## config.mk

```make
export PLATFORM = sky130hd
export DESIGN_NAME = dmc_ram
export DESIGN_NICKNAME = d
export VERILOG_FILES = /design/src/hdl/dmc_ram.sv
export SDC_FILE = /design/constraint.sdc
export NUM_CORES = 1
export LEC_CHECK = 0
export BUFFER_PORTS_ARGS = -buffer_cell sky130_fd_sc_hd__buf_2
export CORE_UTILIZATION = 45
export CTS_CLUSTER_DIAMETER = 100
export CTS_CLUSTER_SIZE = 24
export DETAILED_ROUTE_END_ITERATION = 12
export HOLD_SLACK_MARGIN = 0.15
export PLACE_DENSITY_LB_ADDON = 0.05
export SYNTH_ARGS = -nofsm -noshare
export SYNTH_HDL_FRONTEND = slang
export SYNTH_SLANG_ARGS = --single-unit
export TNS_END_PERCENT = 30
```

## constraint.sdc

```tcl
create_clock -name clk_i -period 1.9 [get_ports clk_i]
set_input_delay 0.19 -clock clk_i [delete_from_list [all_inputs] [get_ports clk_i]]
set_output_delay 0.19 -clock clk_i [all_outputs]
set_load 0.03 [all_outputs]
```

## src/hdl/dmc_ram.sv

```systemverilog
// ----------------------------------------------------------------------------
// dmc_ram: generic single-write, single-read RAM
// One write port, one read port, read data registered.
// ----------------------------------------------------------------------------
module dmc_ram #(
  parameter int WIDTH = 8,
  parameter int DEPTH = 16
) (
  input  logic                     clk_i,
  input  logic                     we_i,
  input  logic [$clog2(DEPTH)-1:0] waddr_i,
  input  logic [WIDTH-1:0]         wdata_i,
  input  logic [$clog2(DEPTH)-1:0] raddr_i,
  output logic [WIDTH-1:0]         rdata_o
);

  logic [WIDTH-1:0] mem_q [DEPTH];

  always_ff @(posedge clk_i) begin
    if (we_i) begin
      mem_q[waddr_i] <= wdata_i;
    end
    rdata_o <= mem_q[raddr_i];
  end

endmodule

```

==> metrics, run 1 <==
number of synthesized flops with an enable pin 128; Design Power 6710 uW; Routed WL 9410 um; clk buf depth 2; H-tree levels 4; Reg-to-Reg Start mem_q[6][1]; CTS Hold Buffers Added 0; clk sinks 136; Warnings, synthesis 0; vias in the first global route 2546; Final Util 0.556; first-pass GRT wire length 14600 um; Final ANT Viol Nets 0; routability-driven placement congestion ratio 0.790; Sequential cell area 0.00400 sq mm; endpoints failing hold 0; fin crit share 0.740; final setup TNS 0 ns; count leader, synth edfxtp_1; Port-buffer cells 25; remaining routing DRC violations 0; row count 38; CTS Root Cell clkbuf_16; sequential-to-total area share from yosys stat 0.778; filler cell count 839; Overall Global Routing Usage 0.184; post-synth cell types 19; die extent in x 109 um; 1st-iter DRT viols 131; Post-DP HPWL 6080 um; Max Clock Skew 0.00513 ns; Max-Cap Viols 0; total CTS buffers 17; initial core utilization 0.469; cell area after synthesis 0.00515 sq mm; Max Slew Vio Count 0; crit end category flip-flop; outcome completed; Worst EP arrival 1.69 ns; Primary FF master, synth edfxtp_1; Max-slew headroom 0.645; Synth area leader edfxtp_1; P_leak 0.00209 uW; Register-to-Register Setup Slack 0.49 ns; CP Launch Type flip-flop; clock latency on the worst-skew pair 0.40 ns; Power Dens Cells 1100 mW/mm^2; Max IR drop VDD 0.000541 V; Setup Viol. Count Final 0; Slew @ Worst Pin 0.531 ns; area occupied by multi-input gates 0.00106 sq mm; number of post-CTS setup repair buffers 0; Mapped Avg Cell Area 22.5 sq um; post-cts sizing count 0; Hold Path Depth 1; Commonest cells post-synth edfxtp_1, mux4_2, a22oi_1, mux4_1, nor2_1; min-delay worst type primary input to flip-flop; DR WL/cell 21.4 um; Hold Path End mem_q[4][6]; total congestion overflow 0; CP Data Required Time 2.18 ns; die footprint 0.0119 sq mm; Mapped Cells 229; drt pass-1 iters 4; nets 304; Die Y 109 um; Max Fanout on Critical Path 1; flops & latches, synth 136; initial antenna violation count 0; ys async rst share 0; core area 0.0110 sq mm; Max Clk Rate 0.712 GHz; Worst Hold Launch wdata_i[6]; CP Class flip-flop to flip-flop; largest net degree at the start of global routing 33; Reg2Reg Depth 3; RSZ-0062 raised after global routing no; total nets after synthesis 247; reg2reg end rdata_o[1]; Boundary Pins 26; share of the synthesized area in the top cell type 0.747; ant diodes 0; via count 2413; final worst path period need 1.41 ns; layout cells sized above 1 0.308; vias per cell 5.50; CTS tree done; Synth area leaders edfxtp_1, mux4_2, mux4_1, dfxtp_1, a22oi_1; area growth from synthesis to layout 18.6%; Clock transition at path regs 0.05 ns
-- cell type report --
cell class,count,share of cell area
clock buffer,19,0.0709
clock inverter,13,0.0182
multi-input combinational,83,0.173
sequential,136,0.656
tap,140,0.0287
timing repair buffer,48,0.0529
-- critical path: stages (launching register included) --
cell	delay, ns
edfxtp_1	0.38
mux4_1	0.53
a22oi_1	0.30
nand2_1	0.08
-- sequential cells by signal (all words and copies together), names as in the netlist --
signal / cells
mem_q: 128
rdata_o: 8
-- power breakdown --
group | internal [uW] | total, uW | switching [uW]
clock network | 1890 | 2990 | 1100
logic | 139 | 347 | 208
registers | 3360 | 3370 | 17.7
-- metal layers --
layer,part of all wire,track usage,wire length (um)
met5,0,0,0
met1,0.46,0.250,4320
met2,0.48,0.279,4480
met3,0.051,0.0502,484
met4,0.012,0.0840,114
-- cell usage in the layout (no fill, tap or decap) --
cell type,n
a22oi_1,16
and2_1,1
and2b_1,1
buf_12,2
buf_2,25
buf_4,21
bufinv_16,2
clkbuf_1,2
clkbuf_16,17
clkinv_1,5
clkinv_2,5
clkinvlp_4,1
dfxtp_1,8
edfxtp_1,128
mux4_1,14
mux4_2,18
nand2_1,9
nand2b_1,2
nand3_1,1
nand3b_1,2
nor2_1,13
nor2b_1,1
nor3_1,4
or3b_2,1
-- how the worst max path moves through the flow --
stage	from	slack, ns	cells after the start	end
2_1_floorplan	waddr_i[2]	0.22	2	mem_q[0][0]
3_3_place_gp	raddr_i[0]	0.24	5	rdata_o[1]
3_5_place_dp	raddr_i[0]	0.23	5	rdata_o[1]
4_1_cts	mem_q[6][1]	0.53	3	rdata_o[1]
5_1_grt	mem_q[8][4]	0.44	3	rdata_o[4]
6_report	mem_q[6][1]	0.49	3	rdata_o[1]
-- cell families after synthesis --
family	count (synthesis)	synth area share
compound gates	16	0.0233
buf+inv	10	0.0168
flops	136	0.778
mux	32	0.150
simple gates	35	0.0318
-- through the flow --
| stage | hold slack, ns | setup WS (ns) | cell area (sq um) | instances |
|---|---|---|---|---|
| finish | 0.176 | 0.495 | 6100 | 439 |
| global route | 0.161 | 0.444 | 6100 | 439 |
| CTS | 0.156 | 0.531 | 6100 | 439 |
| detailed placement | 0.587 | 0.234 | 5560 | 407 |
| global placement | 0.580 | 0.236 | 5560 | 407 |
| floorplan | 0.289 | 0.217 | 5150 | 229 |
No activity file was read; power rests on OpenSTA's default activity.
==> run 2, diff against run 1 <==
- clock period: 1.9 -> 1.2 ns (I/O delays scaled with it)
==> run 2 against run 1 <==
Against the previous run: the run now ends with negative setup slack left; die area stayed put; final area rose by 4.4%; sequential share of layout area fell by 2.8 points; via count up 1.9%; worst hold slack improved by 0.087 ns; routed wire length is 2.5% higher; total power up 64%; clock skew rose by 0.0020 ns; final cell count rose by 4.3%; critical path depth did not move; fmax is 8.1% higher; critical path type unchanged.
==> metrics, run 2 (same netlist as run 1, synthesis figures left out) <==
P_sw 2200 uW (+66%); total congestion overflow 0 (unchanged); clk sinks 136 (unchanged); final setup TNS -0.388 ns (-0.388 ns); Clock transition at path regs 0.06 ns (about the same); commonest non-fill, non-tap cell in the layout edfxtp_1; first-pass GRT wire length 14900 um (+1.7%); Power Dens Cells 1730 mW/mm^2 (+57%); core area 0.0110 sq mm (unchanged); final worst path period need 1.30 ns (-0.106 ns); fin crit share 1.08 (+0.343); die extent in x 109 um (unchanged); Post-DP HPWL 6360 um (+4.6%); clock latency on the worst-skew pair 0.40 ns (about the same); Port-buffer cells 25 (unchanged); commonest non-fill, non-tap cells in the layout edfxtp_1, mux4_2, buf_4; worst slack at placement -0.386 ns (-0.620 ns); Non-Filler Instances 458 (+4.3%); Overall Global Routing Usage 0.185 (+0.000804); Hold Worst Slack 0.263 ns (+0.0870 ns); Max IR drop VDD 0.00119 V (+120%); Reg2Reg Depth 3 (unchanged); Register-to-Register Setup Slack -0.1 ns (-0.59 ns); clk buf depth 2 (unchanged); H-tree levels 4 (unchanged); layout cells sized above 1 0.421 (+0.114); Hold Path Depth 3 (+2); Hold Path End mem_q[0][1]; Reg-to-Reg Start mem_q[11][6]; 1st-iter DRT viols 162 (+24%); Sw Share 0.199 (+0.00219); Worst EP arrival 1.57 ns (-0.12 ns); met2 Use GR 0.265 (-0.0139); Max Slew Vio Count 0 (unchanged); gr busiest metal met1; Max-slew headroom 0.340 (-0.305); CTS tree done; Power Internal 8840 uW (+64%); initial antenna violation count 0 (unchanged); clock group share of total power 0.458 (+0.013); P_leak 0.00216 uW (+3.1%); Final ANT Viol Nets 0 (unchanged); share of power burned in registers 0.484 (-0.019); endpoints failing hold 0 (unchanged); outcome complete, but fails checks; Largest register FFs 128 (unchanged); Max Clock Skew 0.00712 ns (+0.00199 ns); Design Power 11000 uW (+64%); Max-Cap Viols 0 (unchanged); initial core utilization 0.469 (unchanged); Setup Viol. Count Final 8 (+8); number of post-CTS setup repair buffers 0 (unchanged); reg2reg end rdata_o[6]; GR Util met3 0.0484 (-0.00179); vias in the first global route 2525 (-0.82%); Routed WL 9640 um (+2.5%); die footprint 0.0119 sq mm (unchanged); CTS Root Cell clkbuf_16; Die Y 109 um (unchanged); area growth from synthesis to layout 23.8%; total CTS buffers 17 (unchanged); row count 38 (unchanged); biggest registers after layout mem_q x128, rdata_o x8; Slew @ Worst Pin 0.986 ns (+0.455 ns); DR WL/cell 21.1 um (-1.7%); Max Fanout on Critical Path 1 (unchanged); CP Class flip-flop to flip-flop; via count 2459 (+1.9%); Max Clk Rate 0.769 GHz (+8.1%); RSZ-0062 raised after global routing yes; Gate power share 0.058 (+0.006); vias per cell 5.37 (-2.3%); Worst Hold Launch waddr_i[1]; routability-driven placement congestion ratio 0.763 (-3.5%); remaining routing DRC violations 0 (unchanged); Boundary Pins 26 (unchanged); Final WS setup -0.0997 ns (-0.594 ns); placed cell count 418 (+2.7%); CP Launch Type flip-flop; GR Util met1 0.278 (+0.0277); drt pass-1 iters 5 (+1); failing checks negative setup slack; crit end category flip-flop; largest net degree at the start of global routing 18 (-45%); ant diodes 0 (unchanged); Most flops, register mem_q; CP Data Required Time 1.47 ns (-0.71 ns); min-delay worst type primary input to flip-flop; nets 323 (+6.3%)
## run 2: timing repair
item	CTS	global route
resized for setup	17	6
endpoints found under the hold margin	128	0
setup endpoints to repair	8	8
gates cloned	0	0
hold buffers	8	0
pin swaps	7	5
## run 2: final cells by class
cell class | count | area, sq um
well taps | 140 | 175
repair buffers | 67 | 523
fillers | 808 | 4610
multi-input cells | 83 | 1080
flip-flops and latches | 136 | 4000
clock inverters | 13 | 155
clock buffers | 19 | 433
## run 2: critical path, stage by stage, from the launching register on
cell,delay [ns]
edfxtp_1,0.36
mux4_2,0.49
a22oi_2,0.24
nand2_1,0.09
## run 2: worst max path at each step
stage / start / endpoint
global placement: raddr_i[0] / rdata_o[1]
detailed placement: raddr_i[0] / rdata_o[6]
floorplan: waddr_i[3] / mem_q[4][0]
CTS: mem_q[11][6] / rdata_o[6]
finish: mem_q[11][6] / rdata_o[6]
global route: mem_q[9][6] / rdata_o[6]
## run 2: stage by stage
step           utilization  cell area, sq um
4_1_cts              0.580              6370
6_report             0.580              6370
3_5_place_dp         0.519              5710
2_1_floorplan            -              5170
5_1_grt              0.580              6370
3_3_place_gp         0.519              5710
## run 2: routing by layer
metal,routed length [um],part of all wire,up-vias
li1,-,-,1115
met1,4490,0.47,1259
met2,4500,0.47,76
met3,571,0.059,9
met4,74,0.0077,0
met5,0,0,-
## run 2: power groups by stage
stage	combinational [uW]	clock (uW)	sequential, uW
global route	690	5360	5350
finish	638	5050	5350
detailed placement	594	0	5440
global placement	588	0	5440
floorplan	274	0	5500
CTS	639	5150	5350
